**src/rtl/core/sshp_pkg.sv**
```systemverilog
// ----------------------------------------------------------------------------
// sshp_pkg: shared types and constants of the separable sharpening filter
// Holds the fixed-point widths, kernel weights, opcodes and the structs that
// carry configuration, commands and status between the modules.
// ----------------------------------------------------------------------------
package sshp_pkg;

    // Fixed-point widths.
    localparam int IN_W   = 24;              // input component, signed Q11
    localparam int XW     = 26;              // stored x-filtered value, signed
    localparam int WT_W   = 13;              // kernel weight, signed
    localparam int FRAC   = 11;              // fraction bits of the weights
    localparam int PROD_W = XW + WT_W;       // one weighted product
    localparam int TERM_W = PROD_W - FRAC;   // one rounded term
    localparam int SUM_W  = TERM_W + 2;      // sum of three terms
    localparam int Q_W    = SUM_W - FRAC;    // final rounded value
    localparam int OUT_W  = 8;

    // Kernel weights and rounding constants.
    localparam logic signed [WT_W-1:0]   W_SIDE = -13'sd506;
    localparam logic signed [WT_W-1:0]   W_MID  = 13'sd3060;
    localparam logic signed [PROD_W-1:0] HALF_P = PROD_W'(1024);
    localparam logic signed [SUM_W-1:0]  HALF_S = SUM_W'(1024);
    localparam logic signed [Q_W-1:0]    Q_MAX  = Q_W'(255);

    // Ring of line buffers.
    localparam int RING_ROWS = 3;
    localparam int SLOT_W    = 2;
    localparam logic [SLOT_W-1:0] SLOT_LAST = 2'd2;

    // Port-level constants.
    localparam int PORT_COMPS = 4;
    localparam int ADDR_W     = 4;
    localparam int DATA_W     = 32;

    // Register indexes on the configuration port.
    localparam logic [1:0] REG_WIDTH  = 2'd0;
    localparam logic [1:0] REG_HEIGHT = 2'd1;
    localparam logic [1:0] REG_COMPS  = 2'd2;

    // Request opcodes.
    localparam logic OP_PUSH  = 1'b0;
    localparam logic OP_DRAIN = 1'b1;

    typedef struct packed {
        logic [10:0] width;
        logic [15:0] height;
        logic [2:0]  comps;
    } t_cfg;

    typedef struct packed {
        logic              latch_in;    // capture the incoming pixel
        logic              shift_pix;   // move current pixel into history
        logic              phase_y;     // multiplier operands from line store
        logic              tap_last;    // x taps for the last column of a row
        logic              first_col;   // x taps replicate the left edge
        logic              sum_en;      // register the lane sums
        logic              wr_en;       // write x result into the tail row
        logic              below_rd;    // lower y tap comes from the mid row
        logic [SLOT_W-1:0] above_slot;
        logic [SLOT_W-1:0] mid_slot;
        logic [SLOT_W-1:0] tail_slot;
        logic              load_out;    // load the output register
        logic              row_end;
        logic              frame_end;
        logic              last_run;
        logic [2:0]        n_eff;       // components in use
    } t_cmd;

    typedef struct packed {
        logic out_free;
    } t_status;

endpackage

```
**src/rtl/core/sshp_regs.sv**
```systemverilog
// ----------------------------------------------------------------------------
// sshp_regs: configuration register bank
// APB-style slave holding image width, image height and component count.
// Flags every write to a defined register; an idle sequencer then restarts the frame position.
// ----------------------------------------------------------------------------
module sshp_regs (
    input  logic                           i_clk,
    input  logic                           i_rst_n,
    input  logic                           psel,
    input  logic                           penable,
    input  logic                           pwrite,
    input  logic [sshp_pkg::ADDR_W-1:0]    paddr,
    input  logic [sshp_pkg::DATA_W-1:0]    pwdata,
    output logic [sshp_pkg::DATA_W-1:0]    prdata,
    output logic                           pready,
    output sshp_pkg::t_cfg                 o_cfg,
    output logic                           o_cfg_wr
);

    sshp_pkg::t_cfg r_cfg;
    logic           w_wr;
    logic [1:0]     w_idx;

    assign pready = 1'b1;
    assign w_idx  = paddr[3:2];
    assign w_wr   = psel && penable && pwrite && pready;

    // A write to any defined register restarts the frame if the sequencer is idle.
    assign o_cfg_wr = w_wr && (w_idx == sshp_pkg::REG_WIDTH ||
                               w_idx == sshp_pkg::REG_HEIGHT ||
                               w_idx == sshp_pkg::REG_COMPS);
    assign o_cfg    = r_cfg;

    // Register storage.
    always_ff @(posedge i_clk) begin
        if (!i_rst_n) begin
            r_cfg.width  <= 11'd1024;
            r_cfg.height <= 16'd480;
            r_cfg.comps  <= 3'd3;
        end else if (w_wr) begin
            case (w_idx)
                sshp_pkg::REG_WIDTH:  r_cfg.width  <= pwdata[10:0];
                sshp_pkg::REG_HEIGHT: r_cfg.height <= pwdata[15:0];
                sshp_pkg::REG_COMPS:  r_cfg.comps  <= pwdata[2:0];
                default: ;
            endcase
        end
    end

    // Read-back mux.
    always_comb begin
        case (w_idx)
            sshp_pkg::REG_WIDTH:  prdata = sshp_pkg::DATA_W'(r_cfg.width);
            sshp_pkg::REG_HEIGHT: prdata = sshp_pkg::DATA_W'(r_cfg.height);
            sshp_pkg::REG_COMPS:  prdata = sshp_pkg::DATA_W'(r_cfg.comps);
            default:              prdata = '0;
        endcase
    end

endmodule

```
**config.mk**
```make
export PLATFORM = sky130hd
export DESIGN_NAME = sshp_regs
export DESIGN_NICKNAME = d
export VERILOG_FILES = /design/src/rtl/core/sshp_pkg.sv /design/src/rtl/core/sshp_regs.sv
export SDC_FILE = /design/constraint.sdc
export NUM_CORES = 1
export LEC_CHECK = 0
export ABC_CLOCK_PERIOD_IN_PS = 1600
export BUFFER_PORTS_ARGS = -buffer_cell sky130_fd_sc_hd__clkbuf_2
export CELL_PAD_IN_SITES_DETAIL_PLACEMENT = 1
export CELL_PAD_IN_SITES_GLOBAL_PLACEMENT = 1
export CORE_MARGIN = 4
export CORE_UTILIZATION = 30
export DETAILED_ROUTE_END_ITERATION = 10
export GPL_ROUTABILITY_DRIVEN = 0
export PLACE_DENSITY_LB_ADDON = 0.1
export SLEW_MARGIN = 20
export SYNTH_ARGS = -nofsm -noshare
export SYNTH_HDL_FRONTEND = slang
export SYNTH_SLANG_ARGS = --single-unit
export TNS_END_PERCENT = 20
```
**constraint.sdc**
```tcl
create_clock -name i_clk -period 1.6 [get_ports i_clk]
set_input_delay 0.16 -clock i_clk [delete_from_list [all_inputs] [get_ports i_clk]]
set_output_delay 0.16 -clock i_clk [all_outputs]
set_load 0.01 [all_outputs]
```
Word-level counts from Yosys, hierarchy flattened
Index checks and enable logic that the tools add are counted.
- add/sub/neg operators: 0
- $mul: 0
- div/mod/pow operators: 0
- $lt $le $gt $ge: 0
- eq/ne operators: 2
- shift operators: 0
- multiplexer cells: 1
- bitwise gates (word level): 0
- reduce and logical (&&, ||, !) cells: 9
- operators with widths (kind ; count):
    case mux 16 bit (3 select lines) ; 1
    AND reduction 2 bit ; 3
    logical AND 1 bit ; 3
    equality test 2 x 1 -> 1 bit, second input constant ; 1
    equality test 2 bit, second input constant ; 1
    zero test 2 bit ; 1
    logical OR 1 bit ; 2
- register bits: 30
- latch bits: 0
- memory bits (writable): 0
- ROM bits: 0
- bits of input ports: 41
- output and inout bits: 64
- memories kept: 0

Logic depth before layout (Yosys ltp)
- depth in word-level cells: 4
- mapped depth: 7
- gate-level depth less buffers: 3

Worst setup path before layout
OpenSTA, ideal clock, no wires.
- path type: input port to flip-flop
- start point: input port paddr[2] in the netlist's numbering
- end point: register r_cfg (netlist bit o_cfg[12])
- data arrival time: 1047 ps
- required time: 1528 ps
- setup slack: 482 ps
- stages on the path: 7
- path buffers: 4
- cell sequence: buf_6 > nor2b_4 > buf_6 > and2_4 > buf_6 > buf_6 > mux2i_1
- cells in the longest elaborated chain, start to end: 2
- RTL lines (item ; RTL line ; RTL):
    start, declared ; sshp_regs.sv:12 ; input logic [sshp_pkg::ADDR_W-1:0] paddr,
    equality test 2 x 1 -> 1 bit ; sshp_regs.sv:41 ; case (w_idx)
    AND reduction 2 bit (no source line) ; -- ;
    end, declared ; sshp_regs.sv:20 ; sshp_pkg::t_cfg r_cfg;
Every way passes these cells.
A chain may end at the register's enable or synchronous reset.

Worst setup path after layout
- start point: register r_cfg (netlist bit o_cfg[20])
- end point: output port prdata[1] in the netlist's numbering
- cells in the longest elaborated chain, start to end: 1
- RTL lines (item ; RTL line ; RTL):
    case mux 16 bit (3 select lines) ; sshp_regs.sv:52 ; case (w_idx)
    end, declared ; sshp_regs.sv:14 ; output logic [sshp_pkg::DATA_W-1:0] prdata,
Every way passes these cells.

==> impl_metrics.json <==
{
  "dp_hpwl_um": 3100,
  "setup_viol": 0,
  "boundaryPins": 105,
  "fin_nets": 292,
  "maxSlewViolCount": 0,
  "route.vias.total": 1399,
  "cp-start-kind": "register",
  "status": "finished clean",
  "power_density_mw_per_mm2": 930,
  "r2r_end": "o_cfg[9]",
  "ys.flop_type": "dfxtp_1",
  "cp-endpoint": "prdata[1]",
  "tns_ns": 0,
  "clock-root-buffer": "clkbuf_8",
  "rows": 26,
  "grt_max_degree": 38,
  "synth_top_area_share": 0.383,
  "netlist_area_mm2": 0.00157,
  "synth_enable_flop_cells": 0,
  "io_buffers": 69,
  "p_leak_nw": 1.01,
  "yosys_register_bits": 30,
  "htreeDepth": 2,
  "synth_area_leader_cell": "dfxtp_1",
  "cp.arrival_ns": 1.09,
  "crit_type": "reg2out",
  "critical_path.startpoint": "o_cfg[20]",
  "holdBufCountCts": 0,
  "grt_pass1_wl_um": 6650,
  "finalWirelength_um": 4100,
  "finClkSkew_ns": 0,
  "synth-async-reset-ratio": 0,
  "clk_pin_slew_ns": 0.07,
  "synth.yosys.warnings": 0,
  "grt_usage": 0.133,
  "initial_core_util": 0.309,
  "r2r_slack_ns": 0.96,
  "crit_path_top_delay_cell": "dfxtp_1",
  "ant_nets": 0,
  "clk_latency_ns": 0.28,
  "clockBufferDepth": 2,
  "synth.most_common_cell": "nand2_1",
  "post_cts.repair.setup_buffers": 0,
  "ys_types": 21,
  "syn_inst": 183,
  "dieArea_mm2": 0.00645,
  "layout-drive-gt1-share": 0.345,
  "hold_class": "in2reg",
  "cp_top_family": "flip-flops",
  "drcViolationCount": 0,
  "die_h_um": 80.3,
  "worst-path-buf-inv": 1,
  "postLayoutCoreUtil": 0.406,
  "fillers": 643,
  "syn_avg_cell_area_um2": 8.57,
  "first_pass_iters": 4,
  "whs_ns": 0.103,
  "n_antenna_cell": 0,
  "drt_iter0_drc": 28,
  "hold_viol_final": 0,
  "end_kind": "output pin",
  "path_cells": "mux2i_1, o21ai_0, clkbuf_2",
  "max_freq_mhz": 800,
  "largest_reg_flops": 30,
  "routed_via_density": 4.34,
  "rsz0062_at_grt": "no",
  "post_cts_resize_count": 0,
  "reg2reg_from": "o_cfg[9]",
  "gr-total-overflow": 0,
  "r2r_cells": 2,
  "die_w_um": 80.3,
  "area_delta_synth_final_pct": 31.3,
  "wl_per_cell_um": 12.7,
  "cts_buffers": 5,
  "antenna_found_initial": 0,
  "critPathMaxFanout": 3,
  "core_mm2": 0.00507,
  "critPathRequiredTime_ns": 1.44,
  "peakVddDrop_mv": 0.469,
  "cts_tree": "yes",
  "max_stage_delay_ns": 0.36,
  "yosysSeqAreaShare": 0.383,
  "cp.depth": 3,
  "maxCapViolations": 0,
  "cts_sinks": 30,
  "synth_area_leaders": "dfxtp_1 38%, mux2i_1 22%, nand2_1 10%, buf_4 8.1%, buf_6 2.9%",
  "fin_crit_ns": 1.25,
  "synth.top_cells.by_count": "42 x nand2_1, 35 x mux2i_1, 30 x dfxtp_1, 17 x buf_4, 8 x nor2_1",
  "post-route-period-util": 0.781,
  "grt_pass1_vias": 1370
}
-- worst reg2reg max path: cells and delay by family (launching register included) --
| family | cells | cell delay [ns] |
|---|---|---|
| flops | 1 | 0.36 |
| buf+inv | 1 | 0.05 |
| compound gates | 1 | 0.16 |
-- cell type report --
type	instances	area (um^2)	area share
Inverter	6	22.5	0.0109
Sequential cell	30	601	0.291
Clock buffer	6	82.6	0.0401
Multi-Input combinational cell	132	797	0.387
Clock inverter	2	60.1	0.0291
Tap cell	70	87.6	0.0425
Timing Repair Buffer	76	410	0.199
-- report_power, final --
part / internal (W) / switching, W
Clock: 0.000664 / 0.000291
Combinational: 0.0000775 / 0.000118
Sequential: 0.000758 / 0.00000803
-- stage by stage --
step | power [W] | instance area (um^2) | setup slack, ns | std cells
2_1_floorplan | 0.000931 | 1630 | 0.482 | 198
3_3_place_gp | 0.000980 | 1920 | 0.348 | 314
3_5_place_dp | 0.000981 | 1920 | 0.351 | 314
4_1_cts | 0.00194 | 2060 | 0.326 | 322
5_1_grt | 0.00200 | 2060 | 0.251 | 322
6_report | 0.00192 | 2060 | 0.350 | 322
-- how the worst min path moves through the flow --
stage	cells past startpoint	slack (ns)	from	endpoint
after floorplan	2	0.30	pwdata[11]	o_cfg[14]
after global placement	3	0.39	pwdata[14]	o_cfg[17]
after detailed placement	3	0.40	pwdata[12]	o_cfg[15]
after CTS	3	0.1	pwdata[13]	o_cfg[16]
after global routing	3	0.11	pwdata[11]	o_cfg[14]
final	3	0.10	pwdata[13]	o_cfg[16]
-- layer usage --
metal / vias up / routed length, um / part of all wire / track usage
met1: 635 / 1840 / 0.45 / 0.166
li1: 700 / - / - / -
met4: 0 / 59 / 0.014 / 0.0557
met5: - / 0 / 0 / 0
met3: 5 / 384 / 0.094 / 0.0471
met2: 59 / 1810 / 0.44 / 0.207
-- cells in the final DEF (no fill, tap or decap) --
master and n:
clkbuf_2 69, nand2_1 42, mux2i_1 35, dfxtp_1 30, conb_1 17, nor2_1 8, nand3_1 7, and2_1 6
inv_1 6, o211ai_1 6, clkbuf_8 6, buf_4 6, nor2b_1 3, o21ai_0 3, bufinv_16 2, nor2b_4 1
a21oi_1 1, and3_1 1, and2_4 1, nor3_2 1, buf_12 1
-- logic make-up (layout without fill, tap and decap cells) --
logic type / count (synthesis) / after routing / synth area share
simple gates: 70 / 70 / 0.199
buf+inv: 36 / 90 / 0.148
compound gates: 10 / 10 / 0.0415
mux: 35 / 35 / 0.223
flops: 30 / 30 / 0.383
other cells: 2 / 17 / 0.00479
Power figures use the tool's default switching activity.
