File: src/rtl/core/sshp_pkg.sv
// ----------------------------------------------------------------------------
// sshp_pkg: shared types and constants of the separable sharpening filter
// Holds the fixed-point widths, kernel weights, opcodes and the structs that
// carry configuration, commands and status between the modules.
// ----------------------------------------------------------------------------
package sshp_pkg;

    // Fixed-point widths.
    localparam int IN_W   = 24;              // input component, signed Q11
    localparam int XW     = 26;              // stored x-filtered value, signed
    localparam int WT_W   = 13;              // kernel weight, signed
    localparam int FRAC   = 11;              // fraction bits of the weights
    localparam int PROD_W = XW + WT_W;       // one weighted product
    localparam int TERM_W = PROD_W - FRAC;   // one rounded term
    localparam int SUM_W  = TERM_W + 2;      // sum of three terms
    localparam int Q_W    = SUM_W - FRAC;    // final rounded value
    localparam int OUT_W  = 8;

    // Kernel weights and rounding constants.
    localparam logic signed [WT_W-1:0]   W_SIDE = -13'sd506;
    localparam logic signed [WT_W-1:0]   W_MID  = 13'sd3060;
    localparam logic signed [PROD_W-1:0] HALF_P = PROD_W'(1024);
    localparam logic signed [SUM_W-1:0]  HALF_S = SUM_W'(1024);
    localparam logic signed [Q_W-1:0]    Q_MAX  = Q_W'(255);

    // Ring of line buffers.
    localparam int RING_ROWS = 3;
    localparam int SLOT_W    = 2;
    localparam logic [SLOT_W-1:0] SLOT_LAST = 2'd2;

    // Port-level constants.
    localparam int PORT_COMPS = 4;
    localparam int ADDR_W     = 4;
    localparam int DATA_W     = 32;

    // Register indexes on the configuration port.
    localparam logic [1:0] REG_WIDTH  = 2'd0;
    localparam logic [1:0] REG_HEIGHT = 2'd1;
    localparam logic [1:0] REG_COMPS  = 2'd2;

    // Request opcodes.
    localparam logic OP_PUSH  = 1'b0;
    localparam logic OP_DRAIN = 1'b1;

    typedef struct packed {
        logic [10:0] width;
        logic [15:0] height;
        logic [2:0]  comps;
    } t_cfg;

    typedef struct packed {
        logic              latch_in;    // capture the incoming pixel
        logic              shift_pix;   // move current pixel into history
        logic              phase_y;     // multiplier operands from line store
        logic              tap_last;    // x taps for the last column of a row
        logic              first_col;   // x taps replicate the left edge
        logic              sum_en;      // register the lane sums
        logic              wr_en;       // write x result into the tail row
        logic              below_rd;    // lower y tap comes from the mid row
        logic [SLOT_W-1:0] above_slot;
        logic [SLOT_W-1:0] mid_slot;
        logic [SLOT_W-1:0] tail_slot;
        logic              load_out;    // load the output register
        logic              row_end;
        logic              frame_end;
        logic              last_run;
        logic [2:0]        n_eff;       // components in use
    } t_cmd;

    typedef struct packed {
        logic out_free;
    } t_status;

endpackage

File: src/rtl/core/sshp_ctrl.sv
// ----------------------------------------------------------------------------
// sshp_ctrl: request sequencer
// Tracks the frame position and the line-buffer ring, and steps the datapath
// through the x pass, the y pass and the output of each result.
// ----------------------------------------------------------------------------
module sshp_ctrl #(
    parameter  int MAX_WIDTH = 1024,
    localparam int AW        = $clog2(MAX_WIDTH)
) (
    input  logic               i_clk,
    input  logic               i_rst_n,
    input  logic               i_in_valid,
    input  logic               i_op,
    output logic               o_in_stall,
    input  sshp_pkg::t_cfg     i_cfg,
    input  logic               i_cfg_wr,
    input  sshp_pkg::t_status  i_status,
    output sshp_pkg::t_cmd     o_cmd,
    output logic [AW-1:0]      o_col
);

    localparam int CW = $clog2(MAX_WIDTH + 1);
    localparam int EW = (CW > 11) ? CW : 11;

    typedef enum logic [2:0] {
        S_IDLE,
        S_XMUL,
        S_XSUM,
        S_YMUL,
        S_YSUM,
        S_YOUT,
        S_RD,
        S_FIN
    } t_state;

    t_state                      r_state;
    logic [AW-1:0]               r_col;
    logic [AW-1:0]               r_pcol;
    logic [AW-1:0]               r_drain;
    logic [15:0]                 r_row;
    logic [sshp_pkg::SLOT_W-1:0] r_tail;
    logic [sshp_pkg::SLOT_W-1:0] r_head;
    logic                        r_pass_b;
    logic                        r_drain_mode;

    logic [EW-1:0]               w_wc;
    logic [EW-1:0]               w_w_eff;
    logic [EW-1:0]               w_last_x;
    logic [15:0]                 w_h_eff;
    logic [2:0]                  w_n_eff;
    logic                        w_col_last;
    logic                        w_drain_last;
    logic                        w_row_done;
    logic                        w_emit;
    logic                        w_more;
    logic [sshp_pkg::SLOT_W-1:0] w_mid;
    logic [sshp_pkg::SLOT_W-1:0] w_tail_nx;
    logic [sshp_pkg::SLOT_W-1:0] w_head_nx;

    // Effective frame geometry.
    always_comb begin
        w_wc = EW'(i_cfg.width);
        if (w_wc < EW'(2)) begin
            w_w_eff = EW'(2);
        end else if (w_wc > EW'(MAX_WIDTH)) begin
            w_w_eff = EW'(MAX_WIDTH);
        end else begin
            w_w_eff = w_wc;
        end
    end

    assign w_last_x     = w_w_eff - EW'(1);
    assign w_h_eff      = (i_cfg.height < 16'd2) ? 16'd2 : i_cfg.height;
    assign w_n_eff      = (i_cfg.comps > 3'd4) ? 3'd4 : i_cfg.comps;
    assign w_col_last   = (EW'(r_col) == w_last_x);
    assign w_drain_last = (EW'(r_drain) == w_last_x);
    assign w_row_done   = (r_row >= w_h_eff);
    assign w_emit       = (r_row != 16'd0);
    assign w_more       = !r_drain_mode && !r_pass_b && w_col_last;

    // Ring slots: middle row is the one before the tail, head follows the tail.
    always_comb begin
        case (r_tail)
            2'd0:    w_mid = 2'd2;
            2'd1:    w_mid = 2'd0;
            default: w_mid = 2'd1;
        endcase
    end

    assign w_tail_nx = (r_tail == sshp_pkg::SLOT_LAST) ? '0 : r_tail + 2'd1;
    assign w_head_nx = (w_tail_nx == sshp_pkg::SLOT_LAST) ? '0 : w_tail_nx + 2'd1;

    // Sequencer and frame position.
    always_ff @(posedge i_clk) begin
        if (!i_rst_n) begin
            r_state      <= S_IDLE;
            r_col        <= '0;
            r_pcol       <= '0;
            r_drain      <= '0;
            r_row        <= '0;
            r_tail       <= '0;
            r_head       <= '0;
            r_pass_b     <= 1'b0;
            r_drain_mode <= 1'b0;
        end else begin
            case (r_state)
                S_IDLE: begin
                    if (i_cfg_wr) begin
                        r_col   <= '0;
                        r_drain <= '0;
                        r_row   <= '0;
                        r_tail  <= '0;
                        r_head  <= '0;
                    end else if (i_in_valid) begin
                        r_pass_b <= 1'b0;
                        if (i_op == sshp_pkg::OP_PUSH) begin
                            r_drain_mode <= 1'b0;
                            if (!w_row_done) begin
                                if (r_col != '0) begin
                                    r_pcol  <= r_col - AW'(1);
                                    r_state <= S_XMUL;
                                end else begin
                                    r_state <= S_FIN;
                                end
                            end
                        end else begin
                            r_drain_mode <= 1'b1;
                            if (w_row_done) begin
                                r_pcol  <= r_drain;
                                r_state <= S_RD;
                            end
                        end
                    end
                end
                S_XMUL: r_state <= S_XSUM;
                S_XSUM: r_state <= S_YMUL;
                S_RD:   r_state <= S_YMUL;
                S_YMUL: begin
                    if (r_drain_mode || w_emit) begin
                        r_state <= S_YSUM;
                    end else if (w_more) begin
                        r_pass_b <= 1'b1;
                        r_pcol   <= r_col;
                        r_state  <= S_XMUL;
                    end else begin
                        r_state <= S_FIN;
                    end
                end
                S_YSUM: r_state <= S_YOUT;
                S_YOUT: begin
                    if (i_status.out_free) begin
                        if (r_drain_mode) begin
                            if (w_drain_last) begin
                                r_col   <= '0;
                                r_drain <= '0;
                                r_row   <= '0;
                                r_tail  <= '0;
                                r_head  <= '0;
                            end else begin
                                r_drain <= r_drain + AW'(1);
                            end
                            r_state <= S_IDLE;
                        end else if (w_more) begin
                            r_pass_b <= 1'b1;
                            r_pcol   <= r_col;
                            r_state  <= S_XMUL;
                        end else begin
                            r_state <= S_FIN;
                        end
                    end
                end
                S_FIN: begin
                    if (w_col_last) begin
                        r_col  <= '0;
                        r_row  <= r_row + 16'd1;
                        r_tail <= w_tail_nx;
                        r_head <= w_head_nx;
                    end else begin
                        r_col <= r_col + AW'(1);
                    end
                    r_state <= S_IDLE;
                end
                default: r_state <= S_IDLE;
            endcase
        end
    end

    assign o_in_stall = (r_state != S_IDLE) || i_cfg_wr;
    assign o_col      = r_pcol;

    // Command decode.
    always_comb begin
        o_cmd            = '0;
        o_cmd.latch_in   = (r_state == S_IDLE) && i_in_valid && !i_cfg_wr &&
                           (i_op == sshp_pkg::OP_PUSH) && !w_row_done;
        o_cmd.shift_pix  = (r_state == S_FIN);
        o_cmd.phase_y    = (r_state == S_YMUL);
        o_cmd.tap_last   = r_pass_b;
        o_cmd.first_col  = (r_col == AW'(1));
        o_cmd.sum_en     = (r_state == S_XSUM) || (r_state == S_YSUM);
        o_cmd.wr_en      = (r_state == S_YMUL) && !r_drain_mode;
        o_cmd.below_rd   = r_drain_mode;
        o_cmd.above_slot = (r_drain_mode || r_row >= 16'd2) ? r_head : w_mid;
        o_cmd.mid_slot   = w_mid;
        o_cmd.tail_slot  = r_tail;
        o_cmd.load_out   = (r_state == S_YOUT) && i_status.out_free;
        o_cmd.row_end    = r_drain_mode ? w_drain_last : r_pass_b;
        o_cmd.frame_end  = r_drain_mode && w_drain_last;
        o_cmd.last_run   = r_drain_mode || r_pass_b || !w_col_last;
        o_cmd.n_eff      = w_n_eff;
    end

    // Once two rows are in, the oldest row and the row being written differ.
    a_ring_apart: assert property (@(posedge i_clk) disable iff (!i_rst_n)
        (r_row >= 16'd2) |-> (r_head != r_tail))
        else $error("ring head and tail point at the same row");

    // The x pass works on the column just before the current one, or on it.
    a_pass_col: assert property (@(posedge i_clk) disable iff (!i_rst_n)
        (r_state == S_XMUL) |-> (r_pcol == r_col || r_pcol == r_col - AW'(1)))
        else $error("x pass column is not next to the current column");

    // A result handed to the output register ends the output wait.
    a_out_leave: assert property (@(posedge i_clk) disable iff (!i_rst_n)
        (r_state == S_YOUT && i_status.out_free) |=> (r_state != S_YOUT))
        else $error("sequencer stayed in output wait after loading a result");

endmodule
File: config.mk
export PLATFORM = sky130hd
export DESIGN_NAME = sshp_ctrl
export DESIGN_NICKNAME = d
export VERILOG_FILES = /design/src/rtl/core/sshp_pkg.sv /design/src/rtl/core/sshp_ctrl.sv
export SDC_FILE = /design/constraint.sdc
export NUM_CORES = 1
export LEC_CHECK = 0
export ABC_AREA = 1
export BUFFER_PORTS_ARGS = -buffer_cell sky130_fd_sc_hd__clkbuf_2
export CAP_MARGIN = 20
export CORE_MARGIN = 2
export CORE_UTILIZATION = 45
export CTS_CLUSTER_SIZE = 12
export DETAILED_ROUTE_END_ITERATION = 7
export GPL_TIMING_DRIVEN = 0
export MAX_ROUTING_LAYER = met4
export PLACE_DENSITY = 0.65
export REMOVE_ABC_BUFFERS = 1
export SYNTH_ARGS = -nofsm -noshare
export SYNTH_HDL_FRONTEND = slang
export SYNTH_SLANG_ARGS = --single-unit
File: constraint.sdc
create_clock -name i_clk -period 6.9 [get_ports i_clk]
set_input_delay 1.38 -clock i_clk [delete_from_list [all_inputs] [get_ports i_clk]]
set_output_delay 1.38 -clock i_clk [all_outputs]
set_load 0.02 [all_outputs]
# Yosys cells after proc, flatten, opt, wreduce, memory -nomap -nowiden
# Index checks and enable logic that the tools add are counted.
# totals
out_inout_bits	32
elab_cells	148
regBits	55
in_bits	36
# classes
mux	63
n_reduce_logical	36
eq_ne	25
bitwise_logic	2
n_lt_le_gt_ge	6
n_addsub	7
# op_table
cell	n
2-to-1 mux 10 bit	18
2-to-1 mux 16 bit	6
case mux 10 bit (3 select lines)	2
case mux 16 bit (3 select lines)	1
2-to-1 mux 3 bit	11
equality test 10 x 11 -> 1 bit	2
2-to-1 mux 11 bit	2
case mux 3 bit (7 select lines)	1
adder 10 x 1 -> 10 bit (second input constant)	2
case mux 10 bit (2 select lines)	1
2-to-1 mux 2 bit	9
adder 16 x 1 -> 16 bit (second input constant)	1
greater-or-equal comparator 16 bit	1
greater-or-equal comparator 16 x 2 -> 1 bit (second input constant)	1
less-than comparator 16 x 2 -> 1 bit (second input constant)	1
!= test 2 bit (second input constant)	8
nonzero test 16 bit	1
equality test 3 bit (second input constant)	4
case mux 2 bit (3 select lines)	2
AND reduction 6 bit	2
greater-than comparator 11 bit (second input constant)	1
less-than comparator 11 x 2 -> 1 bit (second input constant)	1
subtractor 11 x 1 -> 11 bit (second input constant)	1
equality test 10 x 1 -> 1 bit (second input constant)	1
26 further kinds	59

# Logic depth before layout (Yosys ltp)
# logic_depth
word_depth	10
ltp_mapped	23
ltp_nobuf	22

# Least setup slack after synthesis
# OpenSTA, ideal clock, no wires.
# synth_timing
path_type	input to output
startpoint	in i_cfg[14] (netlist bit)
endpoint	out o_cmd[20] (netlist bit)
t_arrival_ps	3555
setup_slack_ps	1965
required_time_ps	5520
path_stages	13
path_cell_list	nor4_1 > nand3_1 > nor4_1 > nor2_1 > ha_1 > a21oi_1 > o21ai_0 > nand2_1 > o211ai_1 > nand2_1 > and3_1 > inv_1 > nor4_1
# synth_rtl
element	line	text
start, declared	sshp_ctrl.sv:15	input sshp_pkg::t_cfg i_cfg,
end, declared	sshp_ctrl.sv:18	output sshp_pkg::t_cmd o_cmd,

==> results.json <==
{
  "drc": 0,
  "drt_iter0_drc": 292,
  "post-route-min-period_ns": 5.67,
  "first_global_vias": 5110,
  "synth_area_per_cell_um2": 5.96,
  "worstPathArrival_ns": 4.29,
  "root_buffer": "clkbuf_8",
  "fin_crit_sh": 0.821,
  "cp-start-kind": "input port",
  "yosys-top-cells-count": "nand2_1 (187), inv_1 (111), nor2_1 (111)",
  "reg2reg_from": "r_state[1]",
  "die_area_mm2": 0.0117,
  "ir_drop_mv": 0.134,
  "yosys.area_share.adder": 0.0642,
  "syn_area_mm2": 0.00488,
  "die_width_um": 108,
  "reg2reg_slack_ns": 3.94,
  "cp.required_ns": 5.52,
  "ioPinCount": 68,
  "grt_pass1_wl_mm": 22.8,
  "synthCells": 818,
  "worst_r2r_path_depth": 8,
  "totalWireLength_mm": 13.5,
  "diodes": 0,
  "muxShareOfSynthArea": 0,
  "seq_area_frac_synth": 0.226,
  "synth-xor-area-share": 0.0395,
  "via_count": 5345,
  "drt-pass1-iter-count": 5,
  "tns_ns": 0,
  "max_freq_mhz": 177,
  "cp-end-kind": "primary output",
  "tritoncts": "yes",
  "synth-seq-cells": 55,
  "cts_setup_buffers": 0,
  "cts_sinks": 55,
  "gr-total-overflow": 0,
  "r2r_end": "r_head[1]",
  "start_util": 0.456,
  "antenna_found_initial": 0,
  "synth-edff-count": 0,
  "grt_max_degree": 36,
  "hold_path_end": "r_head[1]",
  "synth-async-reset-ratio": 0,
  "ys_types": 39,
  "drv_cap": 0,
  "track_usage": 0.247,
  "drive_above_1_share": 0.115,
  "ctsResizeCount": 0,
  "min_from": "r_head[1]",
  "power.density_mw_per_mm2": 235,
  "hold_class": "reg2reg",
  "clk_pin_slew_ns": 0.11,
  "p_leak_nw": 2.52,
  "yosys.area_share.simple": 0.430,
  "htree_num_levels": 2,
  "synth_warnings": 0,
  "tightestPinTransition_ns": 0.645,
  "rsz0062_at_grt": "false",
  "area_growth_pct": 10.5,
  "setup-violations-final": 0,
  "finalMaxSlewViolations": 0,
  "yosysTopAreaCell": "dfxtp_1",
  "io_buffers": 67,
  "gp_congestion": 0.917,
  "synth_top_family_by_area": "simple AND/OR/NAND/NOR gates",
  "crit_type": "in2out",
  "synth-compound-area-share": 0.121,
  "holdBufCountCts": 0,
  "final_net_count": 926,
  "outcome": "completed",
  "core_region_area_mm2": 0.0107,
  "rows": 38,
  "wire_per_inst_um": 13.5,
  "clock_latency_ns": 0.33,
  "crit_fanout": 16,
  "antenna_left": 0,
  "hold_violations": 0,
  "dp_hpwl_mm": 10.6,
  "synth_ff_type": "dfxtp_1",
  "fp.dieH_um": 108,
  "yosysMostFrequentCell": "nand2_1",
  "slew_headroom": 0.564,
  "synthTopCellsByArea": "dfxtp_1 (23%), nand2_1 (14%), nand3_1 (9.0%)",
  "numCtsBuffers": 5,
  "holdWs_ns": 0.497,
  "hold_depth": 2,
  "yosysTopAreaCellShare": 0.226,
  "finClkSkew_ns": 0.0105,
  "clock_path_buffers": 2,
  "via_per_inst": 5.31
}
-- layout make-up --
class / count / area (um2)
Inverter: 116 / 435
Clock buffer: 6 / 72.6
Timing Repair Buffer: 69 / 374
Fill cell: 1155 / 5310
Clock inverter: 2 / 38.8
Tap cell: 140 / 175
Sequential cell: 55 / 1100
Multi-Input combinational cell: 618 / 3190
-- flip-flops by register name (all words and copies together) (netlist names) --
register / flops
r_col: 10
r_tail: 2
r_row: 16
r_drain_mode: 1
o_col: 10
r_head: 2
r_pass_b: 1
r_state: 3
r_drain: 10
-- report_power, final --
part           leakage (nW)  internal [mW]  total [mW]  switching, mW
clock network        0.0558          0.110       0.227          0.117
logic                  2.02          0.181       0.647          0.466
registers             0.445          0.358       0.393         0.0345
total                  2.52          0.649        1.27          0.618
-- kinds of logic after synthesis --
group                    count (synthesis)
AND/OR/NAND/NOR                        466
adder cells (fa/ha/maj)                 25
buffers and inverters                  145
AO/OA/AOI/OAI                          105
XOR/XNOR                                22
flip-flops                              55
-- routing by layer --
layer  routed length, um  vias to the layer above  track usage  share of wire
met5                   0                        -            -              0
met4                 342                        0       0.0934          0.025
met3                 553                       29       0.0307          0.041
met2                6720                      137        0.437           0.50
met1                5930                     2403        0.286           0.44
li1                    -                     2776            -              -
-- critical path, cell delays in order --
cell      delay [ns]
clkbuf_2        0.17
nor2_1          0.07
nand2_1         0.08
nor2_2          0.04
nand2_2         0.05
nand2_2         0.20
a21boi_2        0.29
ha_1            0.33
inv_1           0.10
o311ai_1        0.44
nand2_1         0.18
nand2_1         0.10
nand2_1         0.05
nor2_1          0.08
nand2_1         0.05
nor2_1          0.16
nand3_1         0.19
o21ai_0         0.14
clkbuf_2        0.19
-- worst max-delay path by stage --
| stage | startpoint | endpoint | slack, ns | cells after the start |
|---|---|---|---|---|
| 2_1_floorplan | i_cfg[14] | o_cmd[20] | 1.97 | 13 |
| 3_3_place_gp | i_cfg[22] | o_cmd[5] | 1.24 | 19 |
| 3_5_place_dp | i_cfg[23] | o_cmd[5] | 1.25 | 19 |
| 4_1_cts | i_cfg[23] | o_cmd[5] | 1.24 | 19 |
| 5_1_grt | i_cfg[22] | o_cmd[5] | 0.87 | 19 |
| 6_report | i_cfg[23] | o_cmd[5] | 1.23 | 19 |
-- cell usage in the layout, fill, tap and decap left out, drive strengths merged, types with 3 or more instances in the layout --
cell type and count:
o41ai 3, o22ai 7, nor3 20, nor4 7, nand3 93, xor2 18, a22oi 3, a21oi 53
clkinv 3, o21ai 30, nand4 30, ha 25, nor2 115, xnor2 4, inv 114, nand2 197
clkbuf 73, o211ai 3, dfxtp 55
-- through the flow --
step | worst slack (ns) | util | instance area [um2] | power [mW] | std cells
2_1_floorplan | 1.97 | - | 4730 | 0.855 | 789
3_3_place_gp | 1.24 | 0.490 | 5240 | 1.03 | 996
3_5_place_dp | 1.25 | 0.491 | 5250 | 1.04 | 997
4_1_cts | 1.24 | 0.501 | 5360 | 1.27 | 1005
5_1_grt | 0.868 | 0.504 | 5390 | 1.38 | 1006
6_report | 1.23 | 0.504 | 5390 | 1.27 | 1006
Power figures use the tool's default switching activity.
